`src/hdl/a51_pkg.sv`:
```
// ----------------------------------------------------------------------------
// a51_pkg
// Shared widths, codes and sequencing constants of the A5/1 byte cipher.
// ----------------------------------------------------------------------------
package a51_pkg;

  localparam int KEY_W       = 64;
  localparam int FRAME_W     = 22;
  localparam int A_W         = 19;
  localparam int B_W         = 22;
  localparam int C_W         = 23;
  localparam int DATA_W      = 8;
  localparam int CFG_IDX_W   = 1;

  localparam int STORE_BYTES = 28;
  localparam int POS_W       = $clog2(STORE_BYTES);
  localparam int KEYSTREAM_LEN_DEF = 28;

  localparam int LOAD_STEPS  = KEY_W + FRAME_W;
  localparam int MIX_STEPS   = 100;
  localparam int OUT_STEPS   = 228;
  localparam int STORE_BITS  = STORE_BYTES * DATA_W;
  localparam int CNT_W       = 8;

  localparam logic OP_SETUP = 1'b0;
  localparam logic OP_CRYPT = 1'b1;

  localparam logic [CFG_IDX_W-1:0] REG_SESSION_KEY  = 1'b0;
  localparam logic [CFG_IDX_W-1:0] REG_FRAME_NUMBER = 1'b1;

endpackage

```
`src/hdl/a51_if.sv`:
```
// ----------------------------------------------------------------------------
// a51 request channels
// Valid/ready channels for cipher requests and their results.
// ----------------------------------------------------------------------------
interface a51_in_if;
  logic                         valid;
  logic                         ready;
  logic                         op;
  logic [a51_pkg::DATA_W-1:0]   data_in;
  logic                         first;

  modport source (output valid, output op, output data_in, output first, input ready);
  modport sink   (input valid, input op, input data_in, input first, output ready);
endinterface

interface a51_out_if;
  logic                         valid;
  logic                         ready;
  logic [a51_pkg::DATA_W-1:0]   data_out;
  logic                         not_ready;

  modport source (output valid, output data_out, output not_ready, input ready);
  modport sink   (input valid, input data_out, input not_ready, output ready);
endinterface

```
`src/hdl/a51_keystream_byte_cipher_core.sv`:
```
// ----------------------------------------------------------------------------
// a51_keystream_byte_cipher_core
// A5/1 keystream generator: key setup fills a 28-byte keystream RAM, data
// requests are XORed with the byte at the running position once a setup has run.
// ----------------------------------------------------------------------------
// Crypt request: result passes through stage 1 (keystream RAM read) and the
//   output register; one request per cycle sustained while the output is taken.
// Setup request: 86 load + 100 mix + 228 output LFSR steps, then the result
//   is posted through stage 1; no requests are taken during it.
// Reset (rst_n low, synchronous) clears LFSRs, position, key-ready and the
//   pipeline; keystream RAM contents stay undefined until the first setup.
module a51_keystream_byte_cipher_core #(
  parameter int KEYSTREAM_LEN = a51_pkg::KEYSTREAM_LEN_DEF
) (
  input  logic                              clk,
  input  logic                              rst_n,
  input  logic                              cfg_we,
  input  logic [a51_pkg::CFG_IDX_W-1:0]     cfg_index,
  input  logic [a51_pkg::KEY_W-1:0]         cfg_wdata,
  a51_in_if.sink                            in_ch,
  a51_out_if.source                         out_ch
);

  localparam int POS_W = a51_pkg::POS_W;
  localparam int DW    = a51_pkg::DATA_W;
  localparam int LD_W  = a51_pkg::LOAD_STEPS;
  localparam logic [POS_W:0] KS_LEN = (POS_W+1)'(KEYSTREAM_LEN);
  localparam logic [a51_pkg::CNT_W-1:0] LOAD_LAST = a51_pkg::CNT_W'(a51_pkg::LOAD_STEPS - 1);
  localparam logic [a51_pkg::CNT_W-1:0] MIX_LAST  = a51_pkg::CNT_W'(a51_pkg::MIX_STEPS - 1);
  localparam logic [a51_pkg::CNT_W-1:0] OUT_LAST  = a51_pkg::CNT_W'(a51_pkg::OUT_STEPS - 1);
  localparam logic [a51_pkg::CNT_W-1:0] STORE_END = a51_pkg::CNT_W'(a51_pkg::STORE_BITS);
  localparam logic [a51_pkg::CNT_W-1:0] CNT_ONE   = a51_pkg::CNT_W'(1);

  typedef enum logic [2:0] {S_IDLE, S_LOAD, S_MIX, S_OUT, S_DONE} state_t;

  // configuration
  logic [a51_pkg::KEY_W-1:0]   key_r;
  logic [a51_pkg::FRAME_W-1:0] frame_r;

  // control and datapath registers
  state_t                      state_r, state_nxt;
  logic [a51_pkg::CNT_W-1:0]   cnt_r, cnt_nxt;
  logic [a51_pkg::A_W-1:0]     a_r, a_nxt;
  logic [a51_pkg::B_W-1:0]     b_r, b_nxt;
  logic [a51_pkg::C_W-1:0]     c_r, c_nxt;
  logic [LD_W-1:0]             ld_r, ld_nxt;
  logic [DW-1:0]               acc_r, acc_nxt;
  logic [POS_W-1:0]            pos_r, pos_nxt;
  logic                        kr_r, kr_nxt;
  logic                        s1_v_r, s1_v_nxt;
  logic                        s1_xor_r, s1_xor_nxt;
  logic                        s1_nr_r, s1_nr_nxt;
  logic [DW-1:0]               s1_data_r, s1_data_nxt;
  logic                        out_v_r, out_v_nxt;
  logic [DW-1:0]               out_data_r, out_data_nxt;
  logic                        out_nr_r, out_nr_nxt;

  // combinational
  logic             accept, s1_adv;
  logic             ram_we, ram_re;
  logic [POS_W-1:0] ram_raddr;
  logic [DW-1:0]    ram_q;
  logic [POS_W-1:0] pos_use;
  logic [POS_W:0]   pos_inc;
  logic             fa, fb, fc, maj, ld_bit, z_bit;
  logic [a51_pkg::A_W-1:0] a_step;
  logic [a51_pkg::B_W-1:0] b_step;
  logic [a51_pkg::C_W-1:0] c_step;

  always_ff @(posedge clk) begin
    if (!rst_n) begin
      key_r   <= '0;
      frame_r <= '0;
    end else if (cfg_we) begin
      unique case (cfg_index)
        a51_pkg::REG_SESSION_KEY:  key_r   <= cfg_wdata;
        a51_pkg::REG_FRAME_NUMBER: frame_r <= cfg_wdata[a51_pkg::FRAME_W-1:0];
        default: ;
      endcase
    end
  end

  assign s1_adv = s1_v_r && (!out_v_r || out_ch.ready);
  assign in_ch.ready = (state_r == S_IDLE) && (!s1_v_r || s1_adv);
  assign accept = in_ch.valid && in_ch.ready;

  // LFSR feedback and majority clocking
  assign fa  = a_r[13] ^ a_r[16] ^ a_r[17] ^ a_r[18];
  assign fb  = b_r[20] ^ b_r[21];
  assign fc  = c_r[7] ^ c_r[20] ^ c_r[21] ^ c_r[22];
  assign maj = (a_r[8] & b_r[10]) | (a_r[8] & c_r[10]) | (b_r[10] & c_r[10]);
  assign ld_bit = ld_r[0];
  assign a_step = (a_r[8]  == maj) ? {a_r[a51_pkg::A_W-2:0], fa} : a_r;
  assign b_step = (b_r[10] == maj) ? {b_r[a51_pkg::B_W-2:0], fb} : b_r;
  assign c_step = (c_r[10] == maj) ? {c_r[a51_pkg::C_W-2:0], fc} : c_r;
  assign z_bit  = a_step[a51_pkg::A_W-1] ^ b_step[a51_pkg::B_W-1] ^ c_step[a51_pkg::C_W-1];

  // position for a crypt request
  assign pos_use = (in_ch.first || ({1'b0, pos_r} >= KS_LEN)) ? '0 : pos_r;
  assign pos_inc = {1'b0, pos_use} + (POS_W+1)'(1);

  assign ram_we    = (state_r == S_OUT) && (cnt_r[2:0] == 3'b111) && (cnt_r < STORE_END);
  assign ram_re    = accept && (in_ch.op == a51_pkg::OP_CRYPT) && kr_r;
  assign ram_raddr = pos_use;

  always_comb begin
    state_nxt   = state_r;
    cnt_nxt     = cnt_r;
    a_nxt       = a_r;
    b_nxt       = b_r;
    c_nxt       = c_r;
    ld_nxt      = ld_r;
    acc_nxt     = acc_r;
    pos_nxt     = pos_r;
    kr_nxt      = kr_r;
    s1_v_nxt    = s1_adv ? 1'b0 : s1_v_r;
    s1_xor_nxt  = s1_xor_r;
    s1_nr_nxt   = s1_nr_r;
    s1_data_nxt = s1_data_r;
    out_v_nxt   = out_v_r;
    out_data_nxt = out_data_r;
    out_nr_nxt  = out_nr_r;

    // drain stage 1 into the output register
    if (s1_adv) begin
      out_v_nxt    = 1'b1;
      out_data_nxt = s1_xor_r ? (s1_data_r ^ ram_q) : s1_data_r;
      out_nr_nxt   = s1_nr_r;
    end else if (out_ch.ready) begin
      out_v_nxt = 1'b0;
    end

    unique case (state_r)
      S_IDLE: begin
        if (accept) begin
          if (in_ch.op == a51_pkg::OP_SETUP) begin
            state_nxt = S_LOAD;
            cnt_nxt   = '0;
            a_nxt     = '0;
            b_nxt     = '0;
            c_nxt     = '0;
            ld_nxt    = {frame_r, key_r};
          end else begin
            s1_v_nxt    = 1'b1;
            s1_xor_nxt  = kr_r;
            s1_nr_nxt   = !kr_r;
            s1_data_nxt = in_ch.data_in;
            if (kr_r) begin
              pos_nxt = (pos_inc >= KS_LEN) ? '0 : pos_inc[POS_W-1:0];
            end
          end
        end
      end
      S_LOAD: begin
        a_nxt  = {a_r[a51_pkg::A_W-2:0], fa ^ ld_bit};
        b_nxt  = {b_r[a51_pkg::B_W-2:0], fb ^ ld_bit};
        c_nxt  = {c_r[a51_pkg::C_W-2:0], fc ^ ld_bit};
        ld_nxt = ld_r >> 1;
        if (cnt_r == LOAD_LAST) begin
          state_nxt = S_MIX;
          cnt_nxt   = '0;
        end else begin
          cnt_nxt = cnt_r + CNT_ONE;
        end
      end
      S_MIX: begin
        a_nxt = a_step;
        b_nxt = b_step;
        c_nxt = c_step;
        if (cnt_r == MIX_LAST) begin
          state_nxt = S_OUT;
          cnt_nxt   = '0;
        end else begin
          cnt_nxt = cnt_r + CNT_ONE;
        end
      end
      S_OUT: begin
        a_nxt   = a_step;
        b_nxt   = b_step;
        c_nxt   = c_step;
        acc_nxt = {acc_r[DW-2:0], z_bit};
        if (cnt_r == OUT_LAST) begin
          state_nxt = S_DONE;
        end else begin
          cnt_nxt = cnt_r + CNT_ONE;
        end
      end
      S_DONE: begin
        // wait for a free stage 1 slot, then post the setup result
        if (!s1_v_r || s1_adv) begin
          s1_v_nxt    = 1'b1;
          s1_xor_nxt  = 1'b0;
          s1_nr_nxt   = 1'b0;
          s1_data_nxt = '0;
          kr_nxt      = 1'b1;
          pos_nxt     = '0;
          state_nxt   = S_IDLE;
        end
      end
      default: state_nxt = S_IDLE;
    endcase
  end

  always_ff @(posedge clk) begin
    if (!rst_n) begin
      state_r <= S_IDLE;
      cnt_r   <= '0;
      a_r     <= '0;
      b_r     <= '0;
      c_r     <= '0;
      pos_r   <= '0;
      kr_r    <= 1'b0;
      s1_v_r  <= 1'b0;
      out_v_r <= 1'b0;
    end else begin
      state_r <= state_nxt;
      cnt_r   <= cnt_nxt;
      a_r     <= a_nxt;
      b_r     <= b_nxt;
      c_r     <= c_nxt;
      pos_r   <= pos_nxt;
      kr_r    <= kr_nxt;
      s1_v_r  <= s1_v_nxt;
      out_v_r <= out_v_nxt;
    end
    ld_r       <= ld_nxt;
    acc_r      <= acc_nxt;
    s1_xor_r   <= s1_xor_nxt;
    s1_nr_r    <= s1_nr_nxt;
    s1_data_r  <= s1_data_nxt;
    out_data_r <= out_data_nxt;
    out_nr_r   <= out_nr_nxt;
  end

  a51_ram #(
    .WIDTH (DW),
    .DEPTH (a51_pkg::STORE_BYTES)
  ) u_ks_ram (
    .clk   (clk),
    .we    (ram_we),
    .waddr (cnt_r[3 +: POS_W]),
    .wdata (acc_nxt),
    .re    (ram_re),
    .raddr (ram_raddr),
    .rdata (ram_q)
  );

  assign out_ch.valid     = out_v_r;
  assign out_ch.data_out  = out_data_r;
  assign out_ch.not_ready = out_nr_r;

  a_key_ready_sticky: assert property (@(posedge clk) disable iff (!rst_n)
    kr_r |=> kr_r)
    else $error("key ready dropped after setup");

  a_ram_write_in_out: assert property (@(posedge clk) disable iff (!rst_n)
    ram_we |-> (state_r == S_OUT))
    else $error("keystream RAM written outside output phase");

  a_accept_idle: assert property (@(posedge clk) disable iff (!rst_n)
    accept |-> (state_r == S_IDLE))
    else $error("request accepted during key setup");

  a_pos_range: assert property (@(posedge clk) disable iff (!rst_n)
    kr_r |-> ({1'b0, pos_r} < KS_LEN))
    else $error("keystream position out of range");

  a_read_only_idle: assert property (@(posedge clk) disable iff (!rst_n)
    ram_re |-> !ram_we)
    else $error("keystream read overlaps a write");

endmodule

```
`src/hdl/a51_ram.sv`:
```
// ----------------------------------------------------------------------------
// a51_ram
// Simple dual-port RAM, one write port, one read port with registered data.
// ----------------------------------------------------------------------------
module a51_ram #(
  parameter int WIDTH = 8,
  parameter int DEPTH = 28
) (
  input  logic                     clk,
  input  logic                     we,
  input  logic [$clog2(DEPTH)-1:0] waddr,
  input  logic [WIDTH-1:0]         wdata,
  input  logic                     re,
  input  logic [$clog2(DEPTH)-1:0] raddr,
  output logic [WIDTH-1:0]         rdata
);

  logic [WIDTH-1:0] mem_r [DEPTH];
  logic [WIDTH-1:0] rdata_r;

  always_ff @(posedge clk) begin
    if (we) begin
      mem_r[waddr] <= wdata;
    end
    // hold read data while no read is issued
    if (re) begin
      rdata_r <= mem_r[raddr];
    end
  end

  assign rdata = rdata_r;

endmodule
```
`src/flat_wrapper.sv`:
```
// flat-port wrapper written by rule: the top's interface ports become plain ports
module a51_keystream_byte_cipher_core_flat 
#(
  parameter int KEYSTREAM_LEN = a51_pkg::KEYSTREAM_LEN_DEF
)
  (clk, rst_n, cfg_we, cfg_index, cfg_wdata, in_ch_valid, in_ch_op, in_ch_data_in, in_ch_first, in_ch_ready, out_ch_valid, out_ch_data_out, out_ch_not_ready, out_ch_ready);
  a51_in_if in_ch_i ();
  a51_out_if out_ch_i ();
  input  logic clk;
  input  logic rst_n;
  input  logic cfg_we;
  input  logic [a51_pkg::CFG_IDX_W-1:0] cfg_index;
  input  logic [a51_pkg::KEY_W-1:0] cfg_wdata;
  input wire logic [$bits(in_ch_i.valid)-1:0] in_ch_valid;
  input wire logic [$bits(in_ch_i.op)-1:0] in_ch_op;
  input wire logic [$bits(in_ch_i.data_in)-1:0] in_ch_data_in;
  input wire logic [$bits(in_ch_i.first)-1:0] in_ch_first;
  output wire logic [$bits(in_ch_i.ready)-1:0] in_ch_ready;
  output wire logic [$bits(out_ch_i.valid)-1:0] out_ch_valid;
  output wire logic [$bits(out_ch_i.data_out)-1:0] out_ch_data_out;
  output wire logic [$bits(out_ch_i.not_ready)-1:0] out_ch_not_ready;
  input wire logic [$bits(out_ch_i.ready)-1:0] out_ch_ready;
  assign in_ch_i.valid = in_ch_valid;
  assign in_ch_i.op = in_ch_op;
  assign in_ch_i.data_in = in_ch_data_in;
  assign in_ch_i.first = in_ch_first;
  assign in_ch_ready = in_ch_i.ready;
  assign out_ch_valid = out_ch_i.valid;
  assign out_ch_data_out = out_ch_i.data_out;
  assign out_ch_not_ready = out_ch_i.not_ready;
  assign out_ch_i.ready = out_ch_ready;
  a51_keystream_byte_cipher_core #(.KEYSTREAM_LEN(KEYSTREAM_LEN)) u_core (.clk(clk), .rst_n(rst_n), .cfg_we(cfg_we), .cfg_index(cfg_index), .cfg_wdata(cfg_wdata), .in_ch(in_ch_i), .out_ch(out_ch_i));
endmodule
```
`config.mk`:
```
export PLATFORM = sky130hd
export DESIGN_NAME = a51_keystream_byte_cipher_core_flat
export DESIGN_NICKNAME = d
export VERILOG_FILES = /design/src/hdl/a51_pkg.sv /design/src/hdl/a51_if.sv /design/src/hdl/a51_keystream_byte_cipher_core.sv /design/src/hdl/a51_ram.sv /design/src/flat_wrapper.sv
export SDC_FILE = /design/constraint.sdc
export NUM_CORES = 1
export LEC_CHECK = 0
export ABC_AREA = 1
export BUFFER_PORTS_ARGS = -buffer_cell sky130_fd_sc_hd__buf_4
export CAP_MARGIN = 10
export CORE_UTILIZATION = 40
export CTS_CLUSTER_DIAMETER = 30
export CTS_CLUSTER_SIZE = 24
export DETAILED_ROUTE_END_ITERATION = 10
export MAX_ROUTING_LAYER = met4
export PLACE_DENSITY_LB_ADDON = 0.3
export SLEW_MARGIN = 20
export SYNTH_ARGS = -nofsm -noshare
export SYNTH_HDL_FRONTEND = slang
export SYNTH_SLANG_ARGS = --single-unit
```
`constraint.sdc`:
```
create_clock -name clk -period 9.15 [get_ports clk]
set_input_delay 1.83 -clock clk [delete_from_list [all_inputs] [get_ports clk]]
set_output_delay 1.83 -clock clk [all_outputs]
set_load 0.05 [all_outputs]
```
==> flow_summary_export.csv <==
group,metric,value,unit
setup_path,cp_cell_sequence,"buf_4 > inv_1 > nand3_1 > inv_1 > nor2_1 > buf_4",
synth,synth.area.mux_share,0,%
synth,yosys_most_used_dff,"edfxtp_1",
clock_tree,cts-root-buf,"clkbuf_16",
grt,grt_pass1_vias,15500,
min_path,whs_path_depth,0,
status,status,"finished, violations left",
status,violations,"design-rule violations",
clock_tree,cts-resized-gates,0,
synth,async_flop_share,0,%
final_layout,post-route-util,49.9,%
timing,period_needed,4.56,ns
grt,grt_pass1_wl,83500,um
setup_path,worstSetupPathType,"primary input to output port",
timing,maxSlewViolCount,0,
final_layout,num-nets-final,2496,
synth,ys_ff_latch,514,
routing,drt_iter0_drc,1291,
setup_path,cp_slowest_cell,"buf_4",
synth,syn-cell-area,21500,um2
routing,vias,15800,
synth,synth_compound_area_share,6.50,%
setup_path,ff2ff_setup_slack,5.44,ns
timing,max_freq,0.220,GHz
setup_path,cp.depth,6,
grt,grt_use_total,19.9,%
routing,drc,4,
place,portBuffers,90,
final_layout,drive_gt1_share,13.2,%
synth,yosysUniqueCellTypes,37,
timing,worst_slack,4.59,ns
routing,via_per_inst,4.95,
setup_path,crit_family,"buffers and inverters",
synth,synth-xor-area-share,0.732,%
floorplanning,die-area,54800,um2
timing,clock_skew,0.0188,ns
grt,grt_antenna_before_repair,0,
timing,maxSlewHeadroom,29.7,%
setup_path,r2r_cells,11,
setup_path,start_kind,"primary input",
synth,synth_top_family_by_area,"simple AND/OR/NAND/NOR gates",
clock_tree,cts-buffers-inserted,106,
synth,synth_simple_gate_area_share,22.4,%
floorplanning,die_h,234,um
timing,tightestPinTransition,1.06,ns
setup_path,worstPathRequired,7.32,ns
place,place.gp.congestion,0.896,
clock_tree,insertion_delay,0.63,ns
setup_path,cpPeakStageDelay,0.25,ns
clock_tree,cts_max_path_buffers,3,
synth,synth_fp_nets,2406,
floorplanning,rows,84,
clock_tree,cts.clk_slew.worst_paths,0.05,ns
place,pre_cts_ws,4.05,ns
clock_tree,tritoncts,"done",
clock_tree,cts_max_level,3,
clock_tree,cts_sinks,514,
power,ir_worst_vdd,0.209,mV
timing,fin_setup_tns,0,ns
final_layout,n_fill_cell,4790,
synth,yosysWarnings,0,
place,dp_hpwl,30600,um
min_path,holdCritPathClass,"register to register",
timing,final.period_utilization,49.8,%
synth,synth-edff-count,337,
routing,first_pass_iters,11,
setup_path,endpoint_kind,"output port",
flow_run,maxCapViolations,0,
synth,synth.avg_cell_area,9.29,um2
synth,synth_fa_ha_area_share,0.465,%
clock_tree,post_cts_buffers,0,
floorplanning,die_w,234,um
floorplanning,ios,91,
routing,wire_per_inst,16.3,um
place,placed_cell_area,22700,um2
setup_path,arrival,2.73,ns
power,p_per_area,284,nW/um2
floorplanning,core_area,52900,um2
timing,final-hold-violation-count,0,
synth,ys_seq_area_share,63.4,%
setup_path,worstPathMaxFanout,4,
final_layout,n_antenna_cell,0,
synth,syn_inst,2318,
routing,wl,52100,um
power,leakagePower,10.9,nW
timing,setup_violations,0,
grt,grt_max_degree,96,
grt,grt_overflow,0,
final_layout,syn2layout_area_growth,22.5,%
final_layout,fin_area,26400,um2
clock_tree,cts_hold_buf,0,
floorplanning,start_util,40.8,%
timing,grt_setup_unrepaired,"false",
routing,ant_nets,0,
setup_path,critPathBufInv,4,
## state kept, by name, summed over array words and instances (netlist names), 19 cells and up
register / count
u_core.a_r: 19
u_core.key_r: 64
u_core.u_ks_ram.mem_r: 224
u_core.b_r: 22
u_core.c_r: 23
u_core.ld_r: 86
u_core.frame_r: 22
## cell usage after synthesis, types with 2 or more instances
cell / n / area (um2)
nor2_1: 304 / 1140
nand4_1: 75 / 469
nand3_2: 4 / 40.0
xor2_1: 13 / 114
a21oi_1: 97 / 485
o211ai_1: 8 / 60.1
inv_1: 212 / 796
dfxtp_1: 177 / 3540
o21ai_1: 11 / 55.1
clkbuf_1: 63 / 236
nand2_4: 3 / 33.8
nand2_1: 629 / 2360
or2_2: 3 / 18.8
inv_2: 14 / 52.6
edfxtp_1: 337 / 10100
buf_2: 45 / 225
xnor2_1: 5 / 43.8
nand2_2: 6 / 37.5
nand3_1: 128 / 641
ha_1: 8 / 100
buf_1: 9 / 33.8
o21ai_4: 2 / 32.5
buf_4: 8 / 60.1
nor3_1: 4 / 20.0
o21ai_0: 141 / 706
## cell usage in the layout (no fill, tap or decap), drive strengths merged
cell / n
a211oi: 1
a21oi: 99
a22o: 1
a31oi: 1
a41oi: 1
buf: 107
bufinv: 15
clkbuf: 125
clkinv: 39
clkinvlp: 14
dfxtp: 177
edfxtp: 337
ha: 8
inv: 233
nand2: 638
nand3: 132
nand3b: 1
nand4: 75
nor2: 307
nor3: 5
o211ai: 8
o21ai: 154
o22ai: 1
or2: 3
xnor2: 5
xor2: 13
## worst paths after layout
path,start,endpoint
max,out_ch_ready,in_ch_ready
min,u_core.s1_nr_r,u_core.out_ch.not_ready
max reg2reg,u_core.pos_r[3],u_core.pos_r[2]
min reg2reg,u_core.s1_nr_r,u_core.out_ch.not_ready
## final cells by class
class	count	area, um2	share of cell area (%)
clock buffer	125	2800	10.6
multi-input combinational	1453	6550	24.8
inverter	226	850	3.22
tap	688	861	3.26
clock inverter	75	873	3.31
sequential	514	13700	51.8
timing repair buffer	107	803	3.04
## power breakdown
part           total, mW  switching, mW  internal, mW
logic              0.766          0.581         0.185
clock network       3.87           1.26          2.61
registers           2.87         0.0738          2.79
## per-stage QoR
stage / hold WS [ns] / power [mW] / cells
floorplan: 0.400 / 3.46 / 2318
global placement: 0.413 / 3.66 / 2988
detailed placement: 0.412 / 3.68 / 2988
CTS: 0.436 / 7.57 / 3188
global route: 0.444 / 7.79 / 3188
finish: 0.435 / 7.50 / 3188
## per-layer routing
metal / vias up / share of wire, % / GRT usage [%]
li1: 7839 / - / -
met1: 7416 / 45 / 25.9
met2: 444 / 47 / 30.9
met3: 78 / 6.3 / 4.73
met4: 0 / 2.0 / 5.84
met5: - / 0 / -
## logic make-up after synthesis
group           after synthesis
compound gates              266
xor+xnor                     18
fa+ha+maj                     8
buf+inv                     351
flops                       514
simple gates               1161
Note: power is estimated with default switching activity, not from simulation.
